File: src/hdl/ddc_pkg.sv
// Shared types, constants and calendar tables for the date/day-count converter.
// No dependencies; used by the top level and by its port checker.
`default_nettype none

package ddc_pkg;

    // Conversion direction carried in the action field
    localparam logic ACT_TO_COUNT = 1'b0;
    localparam logic ACT_TO_DATE  = 1'b1;

    localparam logic [13:0] BASE_YEAR     = 14'd1900;
    localparam logic [13:0] LAST_YEAR     = 14'd9999;
    localparam logic [21:0] MAX_COUNT     = 22'd2958463;
    localparam logic [3:0]  MONTH_FEB     = 4'd2;
    localparam logic [3:0]  MONTH_DEC     = 4'd12;
    localparam logic [4:0]  FEB_LEAP_DAYS = 5'd29;
    localparam int          YEAR_DAYS     = 365;

    // Leap years in 1..1899, removed so that the count starts at 1900-01-01
    localparam logic [11:0] LEAPS_TO_BASE = 12'(1899 / 4 - 1899 / 100 + 1899 / 400);

    // 400-year era arithmetic, eras counted from 1600-03-01
    localparam int          ERA_DAYS      = 146097;
    localparam int          CENT_DAYS     = 36524;
    localparam logic [13:0] ERA_BASE_YEAR = 14'd1600;
    localparam int          ERA_YEARS     = 400;
    // Days from 1600-03-01 to 1900-01-01
    localparam logic [21:0] EPOCH_SHIFT   = 22'd109513;
    // Month index (March based) of January
    localparam logic [3:0]  MP_JAN        = 4'd10;

    typedef struct packed {
        logic        action;
        logic [13:0] year_in;
        logic [3:0]  month_in;
        logic [4:0]  day_in;
        logic [21:0] count_in;
    } ddc_in_t;

    typedef struct packed {
        logic [21:0] count_out;
        logic [13:0] year_out;
        logic [3:0]  month_out;
        logic [4:0]  day_out;
        logic        error;
    } ddc_out_t;

    // Length of a month in a common year; zero for codes that are no month
    function automatic logic [4:0] month_days(input logic [3:0] month);
        case (month)
            4'd1, 4'd3, 4'd5, 4'd7, 4'd8, 4'd10, 4'd12: return 5'd31;
            4'd4, 4'd6, 4'd9, 4'd11:                   return 5'd30;
            4'd2:                                      return 5'd28;
            default:                                   return 5'd0;
        endcase
    endfunction

    // Days in a common year before the first of the month
    function automatic logic [8:0] days_before_month(input logic [3:0] month);
        case (month)
            4'd2:    return 9'd31;
            4'd3:    return 9'd59;
            4'd4:    return 9'd90;
            4'd5:    return 9'd120;
            4'd6:    return 9'd151;
            4'd7:    return 9'd181;
            4'd8:    return 9'd212;
            4'd9:    return 9'd243;
            4'd10:   return 9'd273;
            4'd11:   return 9'd304;
            4'd12:   return 9'd334;
            default: return 9'd0;
        endcase
    endfunction

    // Day offset of a month inside a March-based year (0 = March, 11 = February)
    function automatic logic [8:0] march_offset(input logic [3:0] mp);
        case (mp)
            4'd1:    return 9'd31;
            4'd2:    return 9'd61;
            4'd3:    return 9'd92;
            4'd4:    return 9'd122;
            4'd5:    return 9'd153;
            4'd6:    return 9'd184;
            4'd7:    return 9'd214;
            4'd8:    return 9'd245;
            4'd9:    return 9'd275;
            4'd10:   return 9'd306;
            4'd11:   return 9'd337;
            default: return 9'd0;
        endcase
    endfunction

endpackage

`default_nettype wire

File: src/hdl/date_day_count_converter.sv
// Gregorian date <-> day count (days since 1900-01-01) converter, seven-stage pipeline.
// Depends on ddc_pkg for the transfer structs, calendar constants and month tables.
//
//   channel | ports                        | payload         | direction
//   --------+------------------------------+-----------------+----------
//   input   | s_valid, s_ready, s_data     | ddc_in_t        | in
//   result  | m_valid, m_ready, m_data     | ddc_out_t       | out
//
// Every input transfer yields exactly one result transfer. One transfer is taken per
// cycle while the result side does not stall; the work is split over the seven
// register stages, each holding multipliers, adders or compares.
// Reset (aresetn low at a clock edge) empties all stages; payload registers keep junk.
// A stall on m_ready holds the result; upstream stages keep filling empty slots, so
// s_ready drops only once every stage holds a valid item.
`default_nettype none

module date_day_count_converter (
    input  logic               aclk,
    input  logic               aresetn,
    input  logic               s_valid,
    output logic               s_ready,
    input  ddc_pkg::ddc_in_t   s_data,
    output logic               m_valid,
    input  logic               m_ready,
    output ddc_pkg::ddc_out_t  m_data
);
    import ddc_pkg::*;

    localparam int NUM_STAGES = 7;

    // Reciprocal constants: floor(x * MUL / 2^SH) == floor(x / D) for every x in range
    localparam int          ERA_SH     = 40;   // 22-bit dividend, divisor below 2^18
    localparam logic [22:0] ERA_MUL    =
        23'(((64'd1 << ERA_SH) + 64'(ERA_DAYS) - 64'd1) / 64'(ERA_DAYS));
    localparam int          Y100_SH    = 21;   // 14-bit dividend, divisor below 2^7
    localparam logic [14:0] Y100_MUL   = 15'(((64'd1 << Y100_SH) + 64'd99) / 64'd100);
    localparam int          Q1460_SH   = 29;   // 18-bit dividend, divisor below 2^11
    localparam logic [18:0] Q1460_MUL  =
        19'(((64'd1 << Q1460_SH) + 64'(4 * YEAR_DAYS) - 64'd1) / 64'(4 * YEAR_DAYS));
    localparam int          Q365_SH    = 27;   // 18-bit dividend, divisor below 2^9
    localparam logic [18:0] Q365_MUL   =
        19'(((64'd1 << Q365_SH) + 64'(YEAR_DAYS) - 64'd1) / 64'(YEAR_DAYS));
    localparam int          YOE100_SH  = 16;   // 9-bit dividend, divisor below 2^7
    localparam logic [9:0]  YOE100_MUL = 10'(((64'd1 << YOE100_SH) + 64'd99) / 64'd100);

    // Stage 1: range flags, year/100 quotients, era of the shifted count
    typedef struct packed {
        logic        act;
        logic        err;
        logic [13:0] year;
        logic [3:0]  month;
        logic [4:0]  day;
        logic [7:0]  qy;     // year / 100
        logic [7:0]  qn;     // (year - 1) / 100
        logic [21:0] z;      // days since 1600-03-01
        logic [4:0]  era;
    } st1_t;

    // Stage 2: date validity, split day sum; day of era
    typedef struct packed {
        logic        act;
        logic        err;
        logic [21:0] ydays;
        logic [11:0] adj;
        logic [17:0] doe;
        logic [4:0]  era;
    } st2_t;

    // Stage 3: finished day count; four-year and century corrections
    typedef struct packed {
        logic        act;
        logic        err;
        logic [21:0] total;
        logic [17:0] doe;
        logic [6:0]  q1460;
        logic [1:0]  cent;
        logic [4:0]  era;
    } st3_t;

    // Stage 4: year of era
    typedef struct packed {
        logic        act;
        logic        err;
        logic [21:0] total;
        logic [17:0] doe;
        logic [8:0]  yoe;
        logic [4:0]  era;
    } st4_t;

    // Stage 5: day of March-based year, March-based calendar year
    typedef struct packed {
        logic        act;
        logic        err;
        logic [21:0] total;
        logic [8:0]  doy;
        logic [13:0] yr;
    } st5_t;

    // Stage 6: March-based month
    typedef struct packed {
        logic        act;
        logic        err;
        logic [21:0] total;
        logic [8:0]  doy;
        logic [3:0]  mp;
        logic [13:0] yr;
    } st6_t;

    logic [NUM_STAGES:1] vld_reg, vld_next;
    logic [NUM_STAGES:1] adv;

    st1_t     st1_reg, st1_next;
    st2_t     st2_reg, st2_next;
    st3_t     st3_reg, st3_next;
    st4_t     st4_reg, st4_next;
    st5_t     st5_reg, st5_next;
    st6_t     st6_reg, st6_next;
    ddc_out_t out_reg, out_next;

    // Stage 1 datapath
    logic [21:0] z_s1;
    logic [44:0] era_prod_s1;
    logic [13:0] ym1_s1;
    logic [28:0] qy_prod_s1;
    logic [28:0] qn_prod_s1;

    // Stage 2 datapath
    logic        leap_s2;
    logic [4:0]  dim_s2;
    logic        fwd_err_s2;
    logic [13:0] n_s2;
    logic [13:0] yoff_s2;
    logic [22:0] era_days_s2;

    // Stage 3 to 5 datapath
    logic [36:0] q1460_prod_s3;
    logic [17:0] num_s4;
    logic [36:0] yoe_prod_s4;
    logic [18:0] c100_prod_s5;
    logic [17:0] yday_sum_s5;

    // ------------------------------------------------------------------
    // Flow control: a stage advances when it is empty or its successor
    // advances, so bubbles collapse during a stall on the result side.
    // ------------------------------------------------------------------
    always_comb begin
        adv[NUM_STAGES] = !vld_reg[NUM_STAGES] || m_ready;
        for (int k = NUM_STAGES - 1; k >= 1; k--) begin
            adv[k] = !vld_reg[k] || adv[k + 1];
        end
    end

    always_comb begin
        vld_next = vld_reg;
        if (adv[1]) begin
            vld_next[1] = s_valid;
        end
        for (int k = 2; k <= NUM_STAGES; k++) begin
            if (adv[k]) begin
                vld_next[k] = vld_reg[k - 1];
            end
        end
    end

    // ------------------------------------------------------------------
    // Stage 1: shift the count to the 1600-03-01 epoch and take its era;
    // take year / 100 and (year - 1) / 100 for the leap and leap-count terms.
    // ------------------------------------------------------------------
    always_comb begin
        z_s1        = s_data.count_in + EPOCH_SHIFT;
        era_prod_s1 = z_s1 * ERA_MUL;
        ym1_s1      = s_data.year_in - 14'd1;
        qy_prod_s1  = s_data.year_in * Y100_MUL;
        qn_prod_s1  = ym1_s1 * Y100_MUL;

        st1_next.act   = s_data.action;
        st1_next.err   = (s_data.action == ACT_TO_DATE) && (s_data.count_in > MAX_COUNT);
        st1_next.year  = s_data.year_in;
        st1_next.month = s_data.month_in;
        st1_next.day   = s_data.day_in;
        st1_next.qy    = qy_prod_s1[Y100_SH +: 8];
        st1_next.qn    = qn_prod_s1[Y100_SH +: 8];
        st1_next.z     = z_s1;
        st1_next.era   = era_prod_s1[ERA_SH +: 5];
    end

    // ------------------------------------------------------------------
    // Stage 2: check the date; form 365 * (year - 1900) and the small terms
    // (leap days, days before the month, day of month); strip the era.
    // ------------------------------------------------------------------
    always_comb begin
        // Divisible by 4, and either no century year or the century divisible by 4
        leap_s2 = (st1_reg.year[1:0] == 2'b00)
                  && ((st1_reg.qy == st1_reg.qn) || (st1_reg.qy[1:0] == 2'b00));
        dim_s2  = ((st1_reg.month == MONTH_FEB) && leap_s2) ? FEB_LEAP_DAYS
                                                            : month_days(st1_reg.month);
        fwd_err_s2 = (st1_reg.year < BASE_YEAR) || (st1_reg.year > LAST_YEAR)
                     || !(st1_reg.month inside {[4'd1:MONTH_DEC]})
                     || (st1_reg.day == 5'd0) || (st1_reg.day > dim_s2);

        n_s2        = st1_reg.year - 14'd1;
        yoff_s2     = st1_reg.year - BASE_YEAR;
        era_days_s2 = st1_reg.era * 18'(ERA_DAYS);

        st2_next.act   = st1_reg.act;
        st2_next.err   = (st1_reg.act == ACT_TO_DATE) ? st1_reg.err : fwd_err_s2;
        st2_next.ydays = 22'(yoff_s2) * 22'(YEAR_DAYS);
        st2_next.adj   = 12'(n_s2[13:2]) - 12'(st1_reg.qn) + 12'(st1_reg.qn[7:2])
                         + 12'(days_before_month(st1_reg.month))
                         + 12'(leap_s2 && (st1_reg.month > MONTH_FEB))
                         + 12'(st1_reg.day) - 12'd1 - LEAPS_TO_BASE;
        st2_next.doe   = 18'(st1_reg.z - era_days_s2[21:0]);
        st2_next.era   = st1_reg.era;
    end

    // ------------------------------------------------------------------
    // Stage 3: finish the day count; take doe / 1460 and the century
    // correction (doe / 36524 - doe / 146096, three compares).
    // ------------------------------------------------------------------
    always_comb begin
        q1460_prod_s3 = st2_reg.doe * Q1460_MUL;

        st3_next.act   = st2_reg.act;
        st3_next.err   = st2_reg.err;
        st3_next.total = st2_reg.ydays + 22'(st2_reg.adj);
        st3_next.doe   = st2_reg.doe;
        st3_next.q1460 = q1460_prod_s3[Q1460_SH +: 7];
        st3_next.cent  = 2'(st2_reg.doe >= 18'(CENT_DAYS))
                         + 2'(st2_reg.doe >= 18'(2 * CENT_DAYS))
                         + 2'(st2_reg.doe >= 18'(3 * CENT_DAYS));
        st3_next.era   = st2_reg.era;
    end

    // ------------------------------------------------------------------
    // Stage 4: year of era = (doe - doe/1460 + century correction) / 365.
    // ------------------------------------------------------------------
    always_comb begin
        num_s4      = st3_reg.doe - 18'(st3_reg.q1460) + 18'(st3_reg.cent);
        yoe_prod_s4 = num_s4 * Q365_MUL;

        st4_next.act   = st3_reg.act;
        st4_next.err   = st3_reg.err;
        st4_next.total = st3_reg.total;
        st4_next.doe   = st3_reg.doe;
        st4_next.yoe   = yoe_prod_s4[Q365_SH +: 9];
        st4_next.era   = st3_reg.era;
    end

    // ------------------------------------------------------------------
    // Stage 5: day of the March-based year and the March-based year number.
    // ------------------------------------------------------------------
    always_comb begin
        c100_prod_s5 = st4_reg.yoe * YOE100_MUL;
        yday_sum_s5  = 18'(st4_reg.yoe) * 18'(YEAR_DAYS) + 18'(st4_reg.yoe[8:2])
                       - 18'(c100_prod_s5[YOE100_SH +: 3]);

        st5_next.act   = st4_reg.act;
        st5_next.err   = st4_reg.err;
        st5_next.total = st4_reg.total;
        st5_next.doy   = 9'(st4_reg.doe - yday_sum_s5);
        st5_next.yr    = ERA_BASE_YEAR + 14'(st4_reg.era) * 14'(ERA_YEARS)
                         + 14'(st4_reg.yoe);
    end

    // ------------------------------------------------------------------
    // Stage 6: month of the March-based year, last offset not above the day.
    // ------------------------------------------------------------------
    always_comb begin
        st6_next.act   = st5_reg.act;
        st6_next.err   = st5_reg.err;
        st6_next.total = st5_reg.total;
        st6_next.doy   = st5_reg.doy;
        st6_next.yr    = st5_reg.yr;
        st6_next.mp    = 4'd0;
        for (int k = 1; k < 12; k++) begin
            if (st5_reg.doy >= march_offset(4'(k))) begin
                st6_next.mp = 4'(k);
            end
        end
    end

    // ------------------------------------------------------------------
    // Stage 7 (result register): pass counts through; map dates back to January-based
    // months, bump the year for January and February, zero every field on error.
    // ------------------------------------------------------------------
    always_comb begin
        out_next = '0;
        if (st6_reg.err) begin
            out_next.error = 1'b1;
        end else if (st6_reg.act == ACT_TO_COUNT) begin
            out_next.count_out = st6_reg.total;
        end else begin
            out_next.year_out  = st6_reg.yr + 14'(st6_reg.mp >= MP_JAN);
            out_next.month_out = (st6_reg.mp < MP_JAN) ? (st6_reg.mp + 4'd3)
                                                       : (st6_reg.mp - 4'd9);
            out_next.day_out   = 5'(st6_reg.doy - march_offset(st6_reg.mp) + 9'd1);
        end
    end

    // Valid bits: cleared by reset
    always_ff @(posedge aclk) begin
        if (!aresetn) begin
            vld_reg <= '0;
        end else begin
            vld_reg <= vld_next;
        end
    end

    // Payload: load on advance, hold while stalled
    always_ff @(posedge aclk) begin
        if (adv[1]) begin
            st1_reg <= st1_next;
        end
        if (adv[2]) begin
            st2_reg <= st2_next;
        end
        if (adv[3]) begin
            st3_reg <= st3_next;
        end
        if (adv[4]) begin
            st4_reg <= st4_next;
        end
        if (adv[5]) begin
            st5_reg <= st5_next;
        end
        if (adv[6]) begin
            st6_reg <= st6_next;
        end
        if (adv[7]) begin
            out_reg <= out_next;
        end
    end

    assign s_ready = adv[1];
    assign m_valid = vld_reg[NUM_STAGES];
    assign m_data  = out_reg;

endmodule

`default_nettype wire

File: config.mk
export PLATFORM = sky130hd
export DESIGN_NAME = date_day_count_converter
export DESIGN_NICKNAME = d
export VERILOG_FILES = /design/src/hdl/ddc_pkg.sv /design/src/hdl/date_day_count_converter.sv
export SDC_FILE = /design/constraint.sdc
export NUM_CORES = 2
export LEC_CHECK = 0
export CORE_UTILIZATION = 69
export DETAILED_ROUTE_END_ITERATION = 7
export DONT_BUFFER_PORTS = 1
export PLACE_DENSITY = 0.95
export SYNTH_ARGS = -nofsm -noshare
export SYNTH_HDL_FRONTEND = slang
export SYNTH_SLANG_ARGS = --single-unit
File: constraint.sdc
create_clock -name aclk -period 18.8 [get_ports aclk]
set_input_delay 0 -clock aclk [delete_from_list [all_inputs] [get_ports aclk]]
set_output_delay 0 -clock aclk [all_outputs]
set_load 0.01 [all_outputs]
==> flow_summary.ini <==
[status]
outcome = finished clean

[setup_path]
r2r-end = st4_reg[13]
start_kind = flop
cp_max_fo = 7
cp_slowest_cell = xor2_1
cp-startpoint = st3_reg[7]
rrSetupSlack_ns = 9.77
critPathCapture = st4_reg[13]
rr_worst_depth = 33
r2r_start = st3_reg[7]
slowest_delay_ns = 0.66
arrival_ns = 9.36
crit_type = flop to flop
crit_path_end_kind = flop
cp_data_required_time_ns = 19.14

[cts]
clock_sinks = 385
cts_setup_buffers = 0
cts_hold_buf = 55
max-clock-path-buffers = 3
cts_root_buf = clkbuf_16
clock_latency_ns = 0.60
cts_resized = 0
path_clk_slew_ns = 0.06
cts_tree = built
htreeDepth = 2
numCtsBuffers = 40

[layout]
area_growth_pct = 6.858
nets = 6062
n_fill_cell = 3943
largest_reg_flops = 64
layout-drive-gt1-share = 0.02965

[route]
drt_iter0_markers = 2264
wire_per_inst_um = 20.97
dr.pass1.iters = 8
wirelength_um = 112200
antenna_left = 0
num_vias = 31674
route.detailed.drc = 0
via_per_inst = 5.919

[logic_synthesis]
yosys_warnings = 0
ys_types = 79
synth_ff_type = edfxtp_1
synth.avg_cell_area_um2 = 11.19
syn-instance-count = 4285
synthArstFlopShare = 0
synth.area.top_cells = fa_1, ha_1, edfxtp_1, inv_1, xnor2_1
synth-edff-count = 366
synth_area_mm2 = 0.04795
synth.net_count = 5961
yosys.area.top_type = fa_1
yosysTopAreaCellShare = 0.2622
seq_area_frac_synth = 0.2371
ys_ff_latch = 385

[timing]
finalCritPeriodShare = 0.4803
hold_viol = 0
finalClockSkew_ns = 0.02325
relSlewSlack = 0.1381
worstMarginPinSlew_ns = 1.284
setup_viol = 0
finalCriticalPeriod_ns = 9.029
final.setup.tns_ns = 0
whs_ns = 0.07977
report.final.slew_viol_count = 0
rsz0062_at_grt = no
max_freq_mhz = 110.8

[place]
io_buffers = 0
place_congestion = 0.9943
place_hpwl_um = 87350

[die]
die_w_um = 265.6
io_pins = 98
dieArea_mm2 = 0.07055
dieHeight_um = 265.6
coreArea_mm2 = 0.06871
rows = 96
initial_utilization = 0.6979

[grt]
grt_max_degree = 60
grt_use_total = 0.3315
grt_pass1_vias = 35653
grt_overflow = 0
grt_pass1_wl_um = 182100
antenna_found_initial = 7

[job]
cap_violations = 0

[min_path]
holdCritPathClass = primary input to flop
## metrics by stage
step | area [um^2] | std cells | setup slack [ns] | utilization
final | 51240 | 5351 | 9.771 | 0.7458
after detailed placement | 49250 | 5220 | 9.759 | 0.7168
after global routing | 51240 | 5351 | 9.212 | 0.7458
after CTS | 51230 | 5349 | 9.747 | 0.7457
after global placement | 49250 | 5220 | 9.984 | 0.7168
after floorplan | 47950 | 4285 | 10.32 | -
## cell type report
| type | instances | area [um^2] | share of cell area |
|---|---|---|---|
| multi-input cells | 2749 | 32290 | 0.6302 |
| flip-flops and latches | 385 | 11370 | 0.2219 |
| inverters | 1132 | 4249 | 0.08293 |
| well taps | 931 | 1165 | 0.02273 |
| clock buffers | 49 | 1065 | 0.02078 |
| repair buffers | 78 | 723.2 | 0.01411 |
| clock inverters | 25 | 367.9 | 0.007179 |
| diodes | 2 | 5.005 | 0.00009768 |
## worst max-delay path: cells and delay by family (launching register included)
kind,cells,cell delay (ns)
adders and majority gates,10,4.22
AOI/OAI and AO/OA,14,2.53
xor gates and xnor gates,2,0.79
buffers and inverters,6,0.64
DFF,1,0.37
and+or+nand+nor,1,0.23
## synth_stat cells, types with 5 or more instances
cell type / count
xor2_1: 61
o21bai_1: 20
nand3_1: 46
mux2i_1: 9
nand2_1: 102
nand2b_1: 20
a21o_1: 45
or2_2: 6
a21oi_1: 117
o21ai_1: 6
nand4_1: 18
nor2b_1: 23
clkbuf_1: 16
nor4_1: 10
o21ai_0: 90
edfxtp_1: 366
a211oi_1: 9
xnor2_1: 179
o2111ai_1: 5
dfxtp_1: 19
nor3_1: 41
a31o_2: 5
o211ai_1: 8
and3_1: 18
o31ai_1: 6
a21boi_0: 5
nor2_1: 116
a31oi_1: 15
or3_1: 12
and2_1: 31
a211o_1: 6
inv_1: 1132
fa_1: 628
ha_1: 998
o21a_1: 21
## worst min-delay path by stage
stage	from	to	slack, ns	cells after the start
6_report	s_data[40]	st1_reg[61]	0.08	1
5_1_grt	s_data[31]	st1_reg[52]	0.07	1
4_1_cts	s_data[10]	st1_reg[16]	0.02	3
3_5_place_dp	s_data[22]	st1_reg[43]	0.1	0
3_3_place_gp	s_data[22]	st1_reg[43]	0.1	0
2_1_floorplan	s_data[22]	st1_reg[43]	0.1	0
## layer usage
layer,vias to the layer above,wire length (um),track usage
met2,1504,55890,0.5762
met4,10,7336,0.1998
met3,590,8291,0.06369
met1,15527,40620,0.3798
met5,-,59,0
li1,14043,-,-
## cell usage in the layout, fill, tap and decap left out, types with 15 or more instances in the layout
cell type      count
and3_1            18
xnor2_1          176
nand4_1           18
nand2b_1          20
nand2_1          100
dlygate4sd3_1     55
o21a_1            21
o21bai_1          20
edfxtp_1         366
xor2_1            61
a21o_1            45
a21oi_1          117
and2_1            31
nand3_1           46
o21ai_0           90
ha_1             998
buf_4             23
nor3_1            41
clkbuf_16         40
fa_1             628
inv_1           1128
nor2_1           116
dfxtp_1           19
a31oi_1           15
nor2b_1           23
## kinds of logic after synthesis
family          after synthesis  share of synthesized area
xor+xnor                    241                    0.04418
compound gates              411                    0.05621
mux                          13                   0.002818
fa+ha+maj                  1627                     0.5228
simple gates                457                    0.04666
flops                       385                     0.2371
buf+inv                    1151                    0.09018
Power is left out: the tool's default activity adds up to more than one toggle a clock period on the data nets, which glitch-free logic cannot reach.
